`src/hdl/bnp_pkg.sv`:
```
// ----------------------------------------------------------------------------
// bnp_pkg
// Shared constants, codes and types for the buzzer note player.
// ----------------------------------------------------------------------------
package bnp_pkg;

   localparam int unsigned TIMER_CLOCK_HZ = 2000000;

   // quotient width of the timer clock divide
   localparam int unsigned DIV_W     = $clog2(TIMER_CLOCK_HZ + 1);
   localparam int unsigned DIV_CNT_W = $clog2(DIV_W);
   localparam logic [DIV_W-1:0] DIVIDEND = DIV_W'(TIMER_CLOCK_HZ);

   // divide by ten as multiply by reciprocal, exact for 16-bit operands
   localparam logic [15:0] RECIP_TEN   = 16'd52429;
   localparam int unsigned RECIP_SHIFT = 19;

   localparam logic [1:0] OP_LOAD = 2'd0;
   localparam logic [1:0] OP_TICK = 2'd1;
   localparam logic [1:0] OP_MS   = 2'd2;

   typedef logic [1:0] phase_type;

   localparam phase_type PH_IDLE = 2'd0;
   localparam phase_type PH_TONE = 2'd1;
   localparam phase_type PH_GAP  = 2'd2;
   localparam phase_type PH_REST = 2'd3;

   typedef struct packed {
      logic busy;
      logic done;
   } div_status_type;

endpackage

```
`src/hdl/buzzer_note_player.sv`:
```
// ----------------------------------------------------------------------------
// buzzer_note_player
// Square-wave tone generator with a one-note sequencer.
// ----------------------------------------------------------------------------
// Usage: each request transaction carries an opcode (load note, timer tick,
// millisecond tick) and the note fields; each one yields exactly one response
// transaction with the pin level, the play phase and the rejected and
// song_done flags as they stand after that request.
// The response is registered: it appears the cycle after the request is
// accepted. Ticks and rests are taken one per cycle while req_ready is high.
// A note load that starts a tone launches the restoring divider for the
// compare value; it works through all DIV_W quotient bits and then stores
// the result, and req_ready stays low until the result is stored.
// While the response register holds an untaken transaction and rsp_ready is
// low, req_ready is low; a response taken in the same cycle frees room for a
// new request at once.
// Reset (synchronous) returns the player to idle with the pin low and empties
// the response register.
// ----------------------------------------------------------------------------
module buzzer_note_player (
   input  logic        clock,
   input  logic        reset,
   input  logic        req_valid,
   output logic        req_ready,
   input  logic [1:0]  req_opcode,
   input  logic [15:0] req_note_freq,
   input  logic [15:0] req_note_duration_ms,
   input  logic        req_last_note,
   output logic        rsp_valid,
   input  logic        rsp_ready,
   output logic        rsp_pin_level,
   output logic [1:0]  rsp_phase,
   output logic        rsp_rejected,
   output logic        rsp_song_done
);
   import bnp_pkg::*;

   phase_type   phase_ff, phase_in;
   logic [15:0] top_ff, top_in;
   logic [15:0] tone_cnt_ff, tone_cnt_in;
   logic [15:0] ms_cnt_ff, ms_cnt_in;
   logic [15:0] sound_ms_ff, sound_ms_in;
   logic [15:0] gap_ms_ff, gap_ms_in;
   logic        pin_ff, pin_in;
   logic        final_ff, final_in;

   logic        rsp_valid_ff, rsp_valid_in;
   logic        rsp_pin_ff;
   phase_type   rsp_phase_ff;
   logic        rsp_rej_ff;
   logic        rsp_done_ff;

   logic           accept;
   logic           rejected;
   logic           done;
   logic           div_start;
   div_status_type div_status;
   logic [DIV_W-1:0] quotient;
   logic [31:0]    recip_prod;
   logic [15:0]    gap_calc;
   logic [15:0]    ms_inc;
   logic [31:0]    quo_ext;

   bnp_divider u_divider (
      .clock    (clock),
      .reset    (reset),
      .start    (div_start),
      .divisor  (req_note_freq),
      .status   (div_status),
      .quotient (quotient)
   );

   assign req_ready  = !div_status.busy && !div_status.done && (!rsp_valid_ff || rsp_ready);
   assign accept     = req_valid && req_ready;
   assign recip_prod = 32'(req_note_duration_ms) * 32'(RECIP_TEN);
   assign gap_calc   = 16'(recip_prod >> RECIP_SHIFT);
   assign ms_inc     = ms_cnt_ff + 16'd1;
   assign quo_ext    = 32'(quotient);

   always_comb begin
      phase_in    = phase_ff;
      top_in      = top_ff;
      tone_cnt_in = tone_cnt_ff;
      ms_cnt_in   = ms_cnt_ff;
      sound_ms_in = sound_ms_ff;
      gap_ms_in   = gap_ms_ff;
      pin_in      = pin_ff;
      final_in    = final_ff;
      rejected    = 1'b0;
      done        = 1'b0;
      div_start   = 1'b0;

      // compare value from the divider, saturated to 16 bits
      if (div_status.done) begin
         if (quo_ext == 32'd0) begin
            top_in = 16'd0;
         end else if ((quo_ext - 32'd1) > 32'd65535) begin
            top_in = 16'hFFFF;
         end else begin
            top_in = 16'(quo_ext - 32'd1);
         end
      end

      if (accept) begin
         unique case (req_opcode)
            OP_LOAD: begin
               if (phase_ff != PH_IDLE) begin
                  rejected = 1'b1;
               end else begin
                  final_in  = req_last_note;
                  ms_cnt_in = 16'd0;
                  pin_in    = 1'b0;
                  if (req_note_duration_ms == 16'd0) begin
                     done     = req_last_note;
                     final_in = 1'b0;
                  end else if (req_note_freq == 16'd0) begin
                     phase_in    = PH_REST;
                     sound_ms_in = req_note_duration_ms;
                     gap_ms_in   = 16'd0;
                  end else begin
                     phase_in    = PH_TONE;
                     gap_ms_in   = gap_calc;
                     sound_ms_in = req_note_duration_ms - gap_calc;
                     tone_cnt_in = 16'd0;
                     div_start   = 1'b1;
                  end
               end
            end
            OP_TICK: begin
               if (phase_ff == PH_TONE) begin
                  if (tone_cnt_ff == top_ff) begin
                     tone_cnt_in = 16'd0;
                     pin_in      = !pin_ff;
                  end else begin
                     tone_cnt_in = tone_cnt_ff + 16'd1;
                  end
               end
            end
            OP_MS: begin
               if (phase_ff != PH_IDLE) begin
                  ms_cnt_in = ms_inc;
                  unique case (phase_ff)
                     PH_TONE: begin
                        if (ms_inc >= sound_ms_ff) begin
                           pin_in    = 1'b0;
                           ms_cnt_in = 16'd0;
                           if (gap_ms_ff != 16'd0) begin
                              phase_in = PH_GAP;
                           end else begin
                              done     = final_ff;
                              phase_in = PH_IDLE;
                              final_in = 1'b0;
                           end
                        end
                     end
                     PH_GAP: begin
                        if (ms_inc >= gap_ms_ff) begin
                           done      = final_ff;
                           phase_in  = PH_IDLE;
                           pin_in    = 1'b0;
                           ms_cnt_in = 16'd0;
                           final_in  = 1'b0;
                        end
                     end
                     default: begin
                        if (ms_inc >= sound_ms_ff) begin
                           done      = final_ff;
                           phase_in  = PH_IDLE;
                           pin_in    = 1'b0;
                           ms_cnt_in = 16'd0;
                           final_in  = 1'b0;
                        end
                     end
                  endcase
               end
            end
            default: begin
            end
         endcase
      end

      // response register
      if (accept) begin
         rsp_valid_in = 1'b1;
      end else if (rsp_ready) begin
         rsp_valid_in = 1'b0;
      end else begin
         rsp_valid_in = rsp_valid_ff;
      end
   end

   always_ff @(posedge clock) begin
      if (reset) begin
         phase_ff     <= PH_IDLE;
         top_ff       <= 16'd0;
         tone_cnt_ff  <= 16'd0;
         ms_cnt_ff    <= 16'd0;
         sound_ms_ff  <= 16'd0;
         gap_ms_ff    <= 16'd0;
         pin_ff       <= 1'b0;
         final_ff     <= 1'b0;
         rsp_valid_ff <= 1'b0;
      end else begin
         phase_ff     <= phase_in;
         top_ff       <= top_in;
         tone_cnt_ff  <= tone_cnt_in;
         ms_cnt_ff    <= ms_cnt_in;
         sound_ms_ff  <= sound_ms_in;
         gap_ms_ff    <= gap_ms_in;
         pin_ff       <= pin_in;
         final_ff     <= final_in;
         rsp_valid_ff <= rsp_valid_in;
      end
      if (accept) begin
         rsp_pin_ff   <= pin_in;
         rsp_phase_ff <= phase_in;
         rsp_rej_ff   <= rejected;
         rsp_done_ff  <= done;
      end
   end

   assign rsp_valid     = rsp_valid_ff;
   assign rsp_pin_level = rsp_pin_ff;
   assign rsp_phase     = rsp_phase_ff;
   assign rsp_rejected  = rsp_rej_ff;
   assign rsp_song_done = rsp_done_ff;

endmodule

```
`src/hdl/bnp_divider.sv`:
```
// ----------------------------------------------------------------------------
// bnp_divider
// Restoring divider, one quotient bit per cycle: timer clock / divisor.
// ----------------------------------------------------------------------------
module bnp_divider (
   input  logic                       clock,
   input  logic                       reset,
   input  logic                       start,
   input  logic [15:0]                divisor,
   output bnp_pkg::div_status_type    status,
   output logic [bnp_pkg::DIV_W-1:0]  quotient
);
   import bnp_pkg::*;

   logic                 busy_ff, busy_in;
   logic                 done_ff, done_in;
   logic [DIV_CNT_W-1:0] cnt_ff, cnt_in;
   logic [15:0]          rem_ff, rem_in;
   logic [DIV_W-1:0]     quo_ff, quo_in;
   logic [DIV_W-1:0]     dvd_ff, dvd_in;
   logic [15:0]          dvs_ff, dvs_in;

   logic [16:0] trial;
   logic [16:0] diff;
   logic        ge;

   always_comb begin
      trial   = {rem_ff, dvd_ff[DIV_W-1]};
      diff    = trial - {1'b0, dvs_ff};
      ge      = (trial >= {1'b0, dvs_ff});
      busy_in = busy_ff;
      done_in = 1'b0;
      cnt_in  = cnt_ff;
      rem_in  = rem_ff;
      quo_in  = quo_ff;
      dvd_in  = dvd_ff;
      dvs_in  = dvs_ff;
      if (start) begin
         busy_in = 1'b1;
         cnt_in  = '0;
         rem_in  = '0;
         quo_in  = '0;
         dvd_in  = DIVIDEND;
         dvs_in  = divisor;
      end else if (busy_ff) begin
         rem_in = ge ? diff[15:0] : trial[15:0];
         quo_in = {quo_ff[DIV_W-2:0], ge};
         dvd_in = {dvd_ff[DIV_W-2:0], 1'b0};
         cnt_in = cnt_ff + DIV_CNT_W'(1);
         if (cnt_ff == DIV_CNT_W'(DIV_W - 1)) begin
            busy_in = 1'b0;
            done_in = 1'b1;
         end
      end
   end

   always_ff @(posedge clock) begin
      if (reset) begin
         busy_ff <= 1'b0;
         done_ff <= 1'b0;
         cnt_ff  <= '0;
      end else begin
         busy_ff <= busy_in;
         done_ff <= done_in;
         cnt_ff  <= cnt_in;
      end
      rem_ff <= rem_in;
      quo_ff <= quo_in;
      dvd_ff <= dvd_in;
      dvs_ff <= dvs_in;
   end

   assign status.busy = busy_ff;
   assign status.done = done_ff;
   assign quotient    = quo_ff;

endmodule
```
`config.mk`:
```
export PLATFORM = sky130hd
export DESIGN_NAME = buzzer_note_player
export DESIGN_NICKNAME = d
export VERILOG_FILES = /design/src/hdl/bnp_pkg.sv /design/src/hdl/buzzer_note_player.sv /design/src/hdl/bnp_divider.sv
export SDC_FILE = /design/constraint.sdc
export NUM_CORES = 1
export LEC_CHECK = 0
export CAP_MARGIN = 40
export CORE_MARGIN = 5
export CORE_UTILIZATION = 40
export CTS_BUF_LIST = sky130_fd_sc_hd__clkbuf_4
export CTS_CLUSTER_DIAMETER = 120
export DETAILED_ROUTE_END_ITERATION = 10
export DONT_BUFFER_PORTS = 1
export HOLD_SLACK_MARGIN = 0.06
export PLACE_DENSITY_LB_ADDON = 0.05
export SYNTH_ARGS = -nofsm -noshare
export SYNTH_HDL_FRONTEND = slang
export SYNTH_SLANG_ARGS = --single-unit
```
`constraint.sdc`:
```
create_clock -name clock -period 8 [get_ports clock]
set_input_delay 1.2 -clock clock [delete_from_list [all_inputs] [get_ports clock]]
set_output_delay 1.2 -clock clock [all_outputs]
set_load 0.01 [all_outputs]
```
# After elaboration in Yosys (flattened, before gate mapping)
# Cells that the tools add are included.
[word_totals]
register_bits = 164
latchBits = 0
mem_bits_rw = 0
rom_bits = 0
in_bits = 39
output_inout_bits = 7
elab_cells = 139
memories = 0
[op_classes]
n_addsub = 6
mul = 1
n_div = 0
magnitude_cmp = 4
n_eq_ne = 15
shift = 0
n_mux = 67
bitwise = 3
n_reduce_logical = 23
[op_table]
columns = ["cell", "count"]
rows = [
  ["16-bit two-way mux", 14],
  ["16-bit one-hot mux with 2 select lines", 2],
  ["1-bit two-way mux", 34],
  ["16-bit by 1-bit adder with 16-bit output (second input constant)", 2],
  ["16-bit greater-or-equal comparator", 2],
  ["32-bit by 16-bit > comparator with 1-bit output (second input constant)", 1],
  ["16-bit logical NOT", 2],
  ["32-bit logical NOT", 1],
  ["16-bit by 16-bit multiplier with 32-bit output (second input constant)", 1],
  ["21-bit by 1-bit subtractor with 22-bit output (second input constant)", 1],
  ["2-bit two-way mux", 9],
  ["17-bit by 16-bit greater-or-equal comparator with 1-bit output", 1],
  ["16-bit == test", 1],
  ["16-bit nonzero test", 1],
  ["16-bit by 13-bit subtractor with 16-bit output", 1],
  ["16-bit subtractor", 1],
  ["13-bit two-way mux", 1],
  ["3-bit inequality test (second input constant)", 4],
  ["2-bit inequality test (second input constant)", 5],
  ["1-bit one-hot mux with 2 select lines", 4],
  ["2-bit one-hot mux with 2 select lines", 2],
  ["4-bit AND reduction", 2],
  ["8-bit AND reduction", 1],
  ["2-bit nonzero test", 4],
  ["13 further kinds", 22],
]

# Longest topological paths before layout
# Gate-level depths: netlist of run 1.
[depth]
depth_word = 7
depth_mapped = 29
depth_no_buf = 29

# By module
# Synthesis of run 1 repeated with hierarchy kept, for this count alone.
[hier_totals]
cells_unflattened = 1595
area_unflattened_um2 = 14137.3
[by_module_without_submodules]
columns = ["module", "n_inst", "cells_per_inst", "area_each_um2", "seq_area_each_um2"]
rows = [
  ["buzzer_note_player", 1, 1217, 10532.6, 1791.7],
  ["bnp_divider", 1, 378, 3604.7, 1641.6],
]

# Worst setup path after synthesis of run 1
# No wires, ideal clock.
[synth_timing]
path_kind = "input to register"
startpoint = "input port req_note_duration_ms[8]"
endpoint = "register sound_ms_ff[14]"
setup_time_ps = 86
arrival_ps = 7931
slack_ps = -16
stages = 26
n_path_buf = 0
cell_sequence = "inv_1 ha_1 fa_1 inv_1 fa_1 fa_1 inv_1 fa_1 inv_1 fa_1 inv_1 ha_1 a21o_1 a211o_1 or4_1 o211ai_2 a21oi_2 xnor2_1 ha_1 and2_1 a2111oi_0 o21ai_0 o41ai_1 o21ai_0 xnor2_1 a211oi_1"
[synth_between]
elab_chain_cells = 3
word_cells_on_any_way = 6
[synth_lines]
columns = ["element", "line_no", "rtl"]
rows = [
  ["start, declared", "buzzer_note_player.sv:27", "input logic [15:0] req_note_duration_ms,"],
  ["16-bit by 16-bit multiplier with 32-bit output or 16-bit logical NOT (tied branches)", "buzzer_note_player.sv:75, buzzer_note_player.sv:113", ""],
  ["16-bit by 13-bit subtractor with 16-bit output or 1-bit NOT (tied branches)", "-", ""],
  ["16-bit two-way mux or 4-bit AND reduction (tied branches)", "-", ""],
  ["end signal, assigned", "buzzer_note_player.sv:208", "sound_ms_ff <= sound_ms_in;"],
  ["end, declared", "buzzer_note_player.sv:42", "logic [15:0] sound_ms_ff, sound_ms_in;"],
]
# Parallel ways exist; a longest one is shown, timed or not.
# A chain may end at the register's enable or synchronous reset.

# Final worst setup path of run 1
# Ends and elaborated chain as after synthesis.

==> impl_metrics.json, run 1 <==
{
  "ys.flop_type": "dfxtp_1",
  "clkTransAtPathRegs_ns": 0.16,
  "dieWidth_um": 198,
  "io_buffers": 0,
  "h-tree-depth": 4,
  "synth-seq-area-share_pct": 24.4,
  "stdcell_count": 2128,
  "cts_root_buffer": "clkbuf_4",
  "slowest_delay_ns": 0.56,
  "place.gp.congestion": 0.865,
  "yosys_warnings": 0,
  "min_period_ns": 7.57,
  "power.leakage_nw": 7.34,
  "ant_nets": 0,
  "cp_max_fo": 6,
  "r2r_setup_slack_ns": 3.48,
  "core-area_um2": 34600,
  "vias": 10900,
  "slew_headroom_pct": 46.7,
  "grt_first_pass_wirelength_mm": 60.0,
  "r2r-start": "ms_cnt_ff[3]",
  "syn-num-nets": 1916,
  "wirelength_mm": 36.8,
  "grt_overflow_total": 0,
  "ir_drop_mv": 0.433,
  "regArea_um2": 3430,
  "cts.path.max_buffers": 2,
  "crit_path_end_kind": "flip-flop",
  "rsz0062_at_grt": "false",
  "syn_area_per_cell_um2": 8.86,
  "power.total_mw": 6.81,
  "worstRegToRegCells": 14,
  "fin_skew_ns": 0.0288,
  "syn_inst": 1588,
  "critPathLaunchType": "input pin",
  "ys_seq_elements": 161,
  "dp.cells": 2095,
  "cts_tree": "done",
  "finalHoldViolations": 0,
  "hold_start": "sound_ms_ff[2]",
  "grt_start_max_net_pins": 67,
  "synth_edf_count": 21,
  "start_util_pct": 40.7,
  "critPathRequiredTime_ns": 8.56,
  "boundaryPins": 46,
  "dieArea_um2": 39000,
  "max_cap_violations": 0,
  "cp.arrival_ns": 8.13,
  "numClockSinks": 161,
  "slew_violations": 0,
  "drive_gt1_share_pct": 9.93,
  "num_rows": 68,
  "drtIter0Drc": 466,
  "p_per_area_nw_per_um2": 437,
  "drt-pass1-iter-count": 5,
  "clk_latency_ns": 0.62,
  "crit_path_top_delay_cell": "fa_1",
  "grt_pass1_vias": 11200,
  "r2r-end": "rsp_song_done",
  "grt_antenna_before_repair": 1,
  "dp_hpwl_mm": 30.0,
  "drc_errors": 0,
  "ys_types": 81,
  "worst_slew_pin_slew_ns": 0.799,
  "syn_area_um2": 14100,
  "wire_per_inst_um": 17.3,
  "die-height_um": 198,
  "fmax_ghz": 0.132,
  "critical_path_class": "in2reg",
  "hold_end": "sound_ms_ff[2]",
  "gr-usage-all-layers_pct": 19.5,
  "areaGrowthSynthToFinish_pct": 10.8,
  "vias_per_cell": 5.14,
  "n_fill_cell": 3423,
  "synth-async-reset-ratio_pct": 0,
  "hold_depth": 2,
  "min_period_over_period_pct": 94.6,
  "hold_class": "reg2reg",
  "numCtsBuffers": 17,
  "multi_input_area_um2": 9540,
  "status": "complete, no violations",
  "postCtsHoldBufs": 0,
  "setup_viol": 0,
  "num-nets-final": 1987
}
cell usage in the layout, fill, tap and decap left out, types with 4 or more instances in the layout:
| cell | synthesis | layout |
|---|---|---|
| dfxtp_1 | 140 | 139 |
| nor2b_1 | 14 | 14 |
| ha_1 | 207 | 207 |
| a32o_1 | 4 | 4 |
| a2bb2oi_1 | 5 | 5 |
| a211o_1 | 7 | 7 |
| clkbuf_4 | 0 | 17 |
| nand3_1 | 21 | 21 |
| o21ai_0 | 46 | 45 |
| a31oi_1 | 14 | 14 |
| nand2b_1 | 10 | 10 |
| edfxtp_1 | 21 | 21 |
| a21oi_1 | 90 | 90 |
| a21o_1 | 28 | 28 |
| nor3_1 | 29 | 27 |
| fa_1 | 82 | 82 |
| buf_4 | 2 | 87 |
| nor2_1 | 124 | 124 |
| bufinv_16 | 0 | 4 |
| and2_1 | 11 | 11 |
| nor4_1 | 14 | 14 |
| and4_1 | 4 | 4 |
| and3_1 | 17 | 17 |
| nand4_1 | 26 | 26 |
| o221ai_1 | 8 | 8 |
| or2_2 | 17 | 17 |
| xnor2_1 | 52 | 52 |
| inv_1 | 254 | 253 |
| o211ai_1 | 6 | 6 |
| o21a_1 | 10 | 10 |
| xor2_1 | 33 | 33 |
| nand2_1 | 88 | 88 |
| a211oi_1 | 32 | 32 |
| or3_1 | 14 | 14 |
| a21boi_0 | 4 | 4 |
| mux2i_1 | 42 | 42 |
report_power, final:
part / internal [mW] / switching (mW)
Sequential: 0.930 / 0.0840
Combinational: 2.58 / 2.64
Clock: 0.252 / 0.317
Total: 3.77 / 3.04
how the worst max path moves through the flow:
stage                      end  cells past startpoint                    start
3_5_place_dp   sound_ms_ff[14]                     26  req_note_duration_ms[8]
4_1_cts        sound_ms_ff[14]                     26  req_note_duration_ms[8]
2_1_floorplan  sound_ms_ff[14]                     26  req_note_duration_ms[8]
5_1_grt        sound_ms_ff[14]                     26  req_note_duration_ms[8]
3_3_place_gp   sound_ms_ff[14]                     26  req_note_duration_ms[8]
6_report       sound_ms_ff[14]                     26  req_note_duration_ms[8]
stage by stage:
stage          hold slack [ns]  setup TNS [ns]  utilization, %  worst slack, ns  instance area, µm²
4_1_cts                  0.467               0            45.0            0.429               15600
6_report                 0.460               0            45.0            0.434               15600
5_1_grt                  0.474               0            45.0           0.0178               15600
2_1_floorplan            0.426               0               -           0.0752               14100
3_5_place_dp             0.445          -0.900            44.0           -0.269               15200
3_3_place_gp             0.439          -0.654            43.7           -0.261               15100
sequential cells by signal (all words and copies together) (netlist names):
register            count
top_ff                 16
u_divider.busy_ff       1
u_divider.quotient     21
tone_cnt_ff            16
u_divider.rem_ff       16
u_divider.dvd_ff       14
u_divider.cnt_ff        5
u_divider.done_ff       1
ms_cnt_ff              16
rsp_song_done           1
final_ff                1
rsp_pin_level           1
phase_ff                2
pin_ff                  1
sound_ms_ff            16
gap_ms_ff              13
rsp_phase               2
rsp_valid               1
rsp_rejected            1
u_divider.dvs_ff       16
synthesized netlist by cell type (11+ instances only):
cell | n | area [µm²]
inv_1 | 254 | 953
ha_1 | 207 | 2590
dfxtp_1 | 140 | 2800
nor2_1 | 124 | 465
a21oi_1 | 90 | 450
nand2_1 | 88 | 330
fa_1 | 82 | 1640
xnor2_1 | 52 | 455
o21ai_0 | 46 | 230
mux2i_1 | 42 | 420
xor2_1 | 33 | 289
a211oi_1 | 32 | 240
nor3_1 | 29 | 145
a21o_1 | 28 | 210
clkbuf_1 | 26 | 97.6
nand4_1 | 26 | 163
edfxtp_1 | 21 | 631
nand3_1 | 21 | 105
and3_1 | 17 | 106
or2_2 | 17 | 106
a31oi_1 | 14 | 87.6
nor2b_1 | 14 | 87.6
nor4_1 | 14 | 87.6
or3_1 | 14 | 87.6
and2_1 | 11 | 68.8
cell type report:
type                    count  share of cell area [%]
well taps                 455                    3.65
clock inverters            15                    1.32
multi-input cells        1130                    61.2
repair buffers             93                    4.85
flip-flops and latches    161                    22.0
inverters                 256                    6.16
diodes                      1                  0.0160
clock buffers              17                   0.818
critical path: cells and delay by family:
family          cells  cell delay [ns]
buf+inv             5             0.23
fa+ha+maj           8             3.57
simple gates        2             0.62
compound gates      9             2.17
xor+xnor            2             0.33
cells by family after synthesis:
| logic type | synth area share (%) |
|---|---|
| buffers and inverters | 8.10 |
| and+or+nand+nor | 14.3 |
| muxes | 2.99 |
| xor gates and xnor gates | 5.40 |
| DFF | 24.4 |
| adders and majority gates | 30.1 |
| AOI/OAI and AO/OA | 14.7 |
timing repair:
action	4_1_cts	5_1_grt
gates resized for setup	0	4
setup buffers	0	0
setup endpoints to repair	0	2
layer usage:
| layer | wire [µm] | vias up | track usage [%] |
|---|---|---|---|
| li1 | - | 5584 | - |
| met1 | 17300 | 5212 | 25.4 |
| met2 | 17800 | 100 | 33.5 |
| met3 | 1030 | 35 | 3.43 |
| met4 | 700 | 0 | 5.08 |
| met5 | 0 | - | 0 |
No activity file was read; power rests on OpenSTA's default activity.
==> run 2: changes to the inputs <==
--- a/config.mk
+++ b/config.mk
@@ -5,6 +5,7 @@
 export SDC_FILE = /design/constraint.sdc
 export NUM_CORES = 1
 export LEC_CHECK = 0
+export ABC_AREA = 1
 export CAP_MARGIN = 40
 export CORE_MARGIN = 5
 export CORE_UTILIZATION = 40
==> impl_metrics.json, run 2 <==
{
  "final_cell_mix": "nand2_1, inv_1, ha_1",
  "syn_inst": 2037,
  "fin_skew_ns": 0.0329,
  "yosys_warnings": 0,
  "core-area_um2": 37400,
  "status": "complete, no violations",
  "crit_path_top_delay_cell": "fa_1",
  "num_rows": 71,
  "ys.flop_type": "dfxtp_1",
  "wire_per_inst_um": 15.7,
  "syn-num-nets": 2365,
  "critical_path.top_delay_family": "adder cells",
  "dp.cells": 2510,
  "synth_top_cells_by_area": "dfxtp_1, ha_1, fa_1",
  "min_period_over_period_pct": 88.3,
  "power.total_mw": 6.48,
  "grt_overflow_total": 0,
  "place.gp.congestion": 0.965,
  "dieArea_um2": 41600,
  "p_switching_mw": 3.58,
  "swShare_pct": 55.2,
  "drt-pass1-iter-count": 5,
  "cts_tree": "done",
  "p_seq_share_pct": 15.4,
  "grt_pass1_vias": 12300,
  "fin_setup_tns_ns": 0,
  "clockPowerShare_pct": 8.5,
  "cts_root_buffer": "clkbuf_4",
  "io_buffers": 0,
  "fmax_ghz": 0.142,
  "finalHoldViolations": 0,
  "postCtsHoldBufs": 0,
  "worst_slew_pin_slew_ns": 0.856,
  "combPwrFrac_pct": 76.1,
  "areaGrowthSynthToFinish_pct": 5.46,
  "layout_commonest_cell": "nand2_1",
  "p_per_area_nw_per_um2": 409,
  "dp_hpwl_mm": 32.5,
  "slew_headroom_pct": 43.0,
  "slew_violations": 0,
  "yosys-top-cells-count": "nand2_1, inv_1, ha_1",
  "grt_first_pass_wirelength_mm": 65.2,
  "drive_gt1_share_pct": 4.14,
  "cp.arrival_ns": 7.60,
  "numCtsBuffers": 17,
  "cts.path.max_buffers": 2,
  "p_int_mw": 2.90,
  "ir_drop_mv": 0.385,
  "numClockSinks": 161,
  "h-tree-depth": 4,
  "postCtsSetupBuffers": 0,
  "max_cap_violations": 0,
  "num-nets-final": 2346,
  "yosys.area.top_type": "dfxtp_1",
  "boundaryPins": 46,
  "synth_edf_count": 21,
  "gr-usage-all-layers_pct": 19.7,
  "crit_buf_inv": 6,
  "start_util_pct": 40.2,
  "synth_top_area_share_pct": 18.6,
  "rsz0062_at_grt": "false",
  "clk_latency_ns": 0.63,
  "n_fill_cell": 3934,
  "critPathLaunchType": "input pin",
  "critPathRequiredTime_ns": 8.54,
  "clkTransAtPathRegs_ns": 0.17,
  "largest_register_ff_count": 21,
  "regArea_um2": 3430,
  "slowest_delay_ns": 0.56,
  "syn_area_per_cell_um2": 7.38,
  "die-height_um": 204,
  "multi_input_area_um2": 9970,
  "cp_max_fo": 7,
  "grt_antenna_before_repair": 2,
  "dieWidth_um": 204,
  "hold_class": "reg2reg",
  "synth-seq-area-share_pct": 22.8,
  "setup_viol": 0,
  "cpMostUsedCell": "nand2_1",
  "critical_path_class": "in2reg",
  "stdcell_count": 2545,
  "grt_start_max_net_pins": 84,
  "synth-async-reset-ratio_pct": 0,
  "vias": 12500,
  "drtIter0Drc": 751,
  "crit_path_end_kind": "flip-flop",
  "ys_seq_elements": 161,
  "vias_per_cell": 4.91,
  "syn_area_um2": 15000,
  "power.leakage_nw": 7.64,
  "cts_resized": 0,
  "yosysMostFrequentCell": "nand2_1",
  "ant_nets": 0,
  "ys_types": 47,
  "drc_errors": 0,
  "min_period_ns": 7.06,
  "wirelength_mm": 39.8
}
[run 2: cell types whose count changed after synthesis, moves of 23 or more]
cell      change
nand2_1     +321
inv_1       +112
nand3_1      +94
a21oi_1      +74
nor2_1       +51
mux2i_1      -42
a211oi_1     -24
a21o_1       -23
[run 2: final cells by class]
type	instances	area share, %
inverter	372	8.82
antenna	3	0.0474
sequential	161	21.7
timing repair buffer	9	0.553
clock buffer	17	0.805
multi-input combinational	1457	62.9
tap	511	4.03
clock inverter	15	1.18
[run 2: path summary, 6_finish.rpt]
path                                              start                    to  slack [ns]  cells past startpoint
worst min-delay path               u_divider.dvd_ff[14]  u_divider.dvd_ff[15]        0.46                      2
worst min register to register     u_divider.dvd_ff[14]  u_divider.dvd_ff[15]        0.46                      2
worst max-delay path            req_note_duration_ms[8]       sound_ms_ff[15]        0.94                     32
worst max register to register             ms_cnt_ff[0]         rsp_song_done        4.36                     17
[run 2: power groups by stage]
stage               Clock, mW  Combinational (mW)  Sequential [mW]
floorplan                   0                3.79            0.997
global placement            0                4.93             1.02
detailed placement          0                4.89             1.02
CTS                     0.580                4.93             1.00
global route            0.607                5.70             1.02
finish                  0.548                4.93             1.00
[run 2: per-stage QoR]
stage               setup WS (ns)  utilization, %  hold slack [ns]  cell area [µm²]
finish                      0.938            42.4            0.458            15900
global route                0.483            42.4            0.483            15900
CTS                          1.11            42.4            0.446            15800
detailed placement          0.394            41.5            0.450            15500
global placement            0.482            41.4            0.440            15500
floorplan                   0.976               -            0.427            15000
[run 2: kinds of logic after synthesis]
| family | share of synthesized area (%) |
|---|---|
| adder cells (fa/ha/maj) | 28.2 |
| flip-flops | 22.8 |
| buffers and inverters | 10.8 |
| XOR/XNOR | 4.55 |
| AND/OR/NAND/NOR | 23.6 |
| AO/OA/AOI/OAI | 10.0 |
[run 2: per-layer routing]
layer	track usage [%]	wire length, µm	vias up	share of wire [%]
met3	3.24	1410	39	3.5
met1	26.9	19000	5770	48
met4	5.06	771	0	1.9
met5	0	0	-	0
met2	32.7	18600	172	47
li1	-	-	6522	-
[run 2: worst reg2reg max path, delay by kind of cell (launching register included)]
| kind | cells | cell delay [ns] |
|---|---|---|
| and+or+nand+nor | 11 | 1.57 |
| adders and majority gates | 2 | 0.52 |
| DFF | 1 | 0.47 |
| AOI/OAI and AO/OA | 2 | 0.38 |
| xor gates and xnor gates | 1 | 0.36 |
| buffers and inverters | 1 | 0.09 |
==> run 3: changes to the inputs <==
--- a/config.mk
+++ b/config.mk
@@ -13,6 +13,7 @@
 export CTS_CLUSTER_DIAMETER = 120
 export DETAILED_ROUTE_END_ITERATION = 10
 export DONT_BUFFER_PORTS = 1
+export GPL_TIMING_DRIVEN = 0
 export HOLD_SLACK_MARGIN = 0.06
 export PLACE_DENSITY_LB_ADDON = 0.05
 export SYNTH_ARGS = -nofsm -noshare
==> impl_metrics.json, run 3 (synthesized netlist as in run 2, its figures left out) <==
{
  "r2r-start": "ms_cnt_ff[0]",
  "gr-usage-all-layers_pct": 20.0,
  "cp.arrival_ns": 7.76,
  "slew_headroom_pct": 46.2,
  "fin_skew_ns": 0.0228,
  "drc_errors": 0,
  "wirelength_mm": 40.0,
  "drt-pass1-iter-count": 5,
  "worst-path-stages": 32,
  "vias_per_cell": 4.95,
  "grt_start_max_net_pins": 17,
  "grt_antenna_before_repair": 1,
  "hold_end": "u_divider.dvd_ff[7]",
  "die-height_um": 204,
  "num_rows": 71,
  "drive_gt1_share_pct": 4.20,
  "p_per_area_nw_per_um2": 406,
  "vias": 12800,
  "cts_root_buffer": "clkbuf_4",
  "status": "complete, no violations",
  "slowest_delay_ns": 0.59,
  "cts.path.max_buffers": 2,
  "critical_path.top_delay_family": "adder cells",
  "grt_overflow_total": 0,
  "numClockSinks": 161,
  "design_area_um2": 16000,
  "cp_max_fo": 7,
  "dieArea_um2": 41600,
  "h-tree-depth": 4,
  "layout_commonest_cell": "nand2_1",
  "grt_first_pass_wirelength_mm": 66.7,
  "worst_slew_pin_slew_ns": 0.807,
  "critPathRequiredTime_ns": 8.53,
  "num-nets-final": 2385,
  "min_period_ns": 7.23,
  "critPathLaunchType": "input pin",
  "hold_class": "reg2reg",
  "setup_viol": 0,
  "r2r-end": "rsp_phase[1]",
  "io_buffers": 0,
  "cpMostUsedCell": "nand2_1",
  "core-area_um2": 37400,
  "place.gp.congestion": 0.913,
  "r2r_setup_slack_ns": 4.50,
  "stdcell_count": 2582,
  "final_cell_mix": "nand2_1, inv_1, ha_1",
  "clk_latency_ns": 0.63,
  "ant_nets": 0,
  "wire_per_inst_um": 15.5,
  "power.leakage_nw": 7.72,
  "rsz0062_at_grt": "false",
  "largest_register_ff_count": 21,
  "grt_pass1_vias": 12900,
  "postCtsHoldBufs": 0,
  "dieWidth_um": 204,
  "worstRegToRegCells": 20,
  "start_util_pct": 40.2,
  "drtIter0Drc": 663,
  "min_period_over_period_pct": 90.4,
  "cts_tree": "done",
  "hold_depth": 2,
  "dp.cells": 2549,
  "hold_slack_ns": 0.466,
  "boundaryPins": 46,
  "hold_start": "u_divider.dvd_ff[7]",
  "finalHoldViolations": 0,
  "critical_path_class": "in2reg",
  "crit_buf_inv": 6,
  "dpl-instance-area_um2": 15700,
  "fmax_ghz": 0.138,
  "dp_hpwl_mm": 33.3,
  "postCtsSetupBuffers": 0,
  "cts_resized": 0,
  "crit_path_top_delay_cell": "fa_1",
  "numCtsBuffers": 17,
  "fin_setup_tns_ns": 0,
  "areaGrowthSynthToFinish_pct": 6.72,
  "ir_drop_mv": 0.287,
  "slew_violations": 0,
  "clkTransAtPathRegs_ns": 0.14,
  "max_cap_violations": 0,
  "crit_path_end_kind": "flip-flop"
}
[run 3: how the worst max path moves through the flow]
| stage | to | startpoint |
|---|---|---|
| 2_1_floorplan | sound_ms_ff[14] | req_note_duration_ms[8] |
| 3_3_place_gp | sound_ms_ff[14] | req_note_duration_ms[3] |
| 3_5_place_dp | sound_ms_ff[15] | req_note_duration_ms[8] |
| 4_1_cts | sound_ms_ff[14] | req_note_duration_ms[3] |
| 5_1_grt | sound_ms_ff[14] | req_note_duration_ms[3] |
| 6_report | sound_ms_ff[15] | req_note_duration_ms[8] |
[run 3: worst reg2reg max path, cell delays in order (launching register included)]
cell	delay [ns]
dfxtp_1	0.48
ha_1	0.23
nand2_1	0.08
nor2_1	0.10
nand2_1	0.11
nor2_1	0.12
inv_1	0.09
nor4_1	0.29
xor2_1	0.20
ha_1	0.32
nand2_1	0.06
nor3_1	0.34
nand3_1	0.16
nand3_1	0.18
nand2_1	0.07
nand2_1	0.10
nand3_1	0.09
nand2_1	0.07
nand2_1	0.05
nand2_1	0.07
nand2_1	0.06
[run 3: final cells by class]
type,count,area (µm²)
fillers,3982,21400
multi-input cells,1457,9970
flip-flops and latches,161,3430
inverters,372,1400
well taps,511,639
plain buffers,47,230
clock inverters,15,225
clock buffers,17,128
repair buffers,1,15.0
diodes,1,2.50
[run 3: per-stage QoR]
| stage | worst slack (ns) | utilization [%] | power, mW |
|---|---|---|---|
| floorplan | 0.976 | - | 4.79 |
| global placement | 0.194 | 41.9 | 5.91 |
| detailed placement | 0.198 | 41.9 | 5.90 |
| CTS | 0.889 | 42.9 | 6.55 |
| global route | 0.368 | 42.9 | 7.32 |
| finish | 0.769 | 42.9 | 6.52 |
[run 3: per-layer routing]
metal,vias up,share of wire [%],global-route usage [%],wire length (µm)
met2,134,47,34.0,18700
met3,36,2.5,2.40,1020
met1,6012,49,27.5,19700
li1,6601,-,-,-
met4,0,1.5,4.26,608
met5,-,0,0,0
[run 3: power by group]
group          internal (mW)  leakage [nW]  total, mW  switching [mW]
Clock                  0.259         0.188      0.595           0.336
Sequential             0.926          1.33       1.00          0.0761
Combinational           1.79          6.20       4.92            3.13
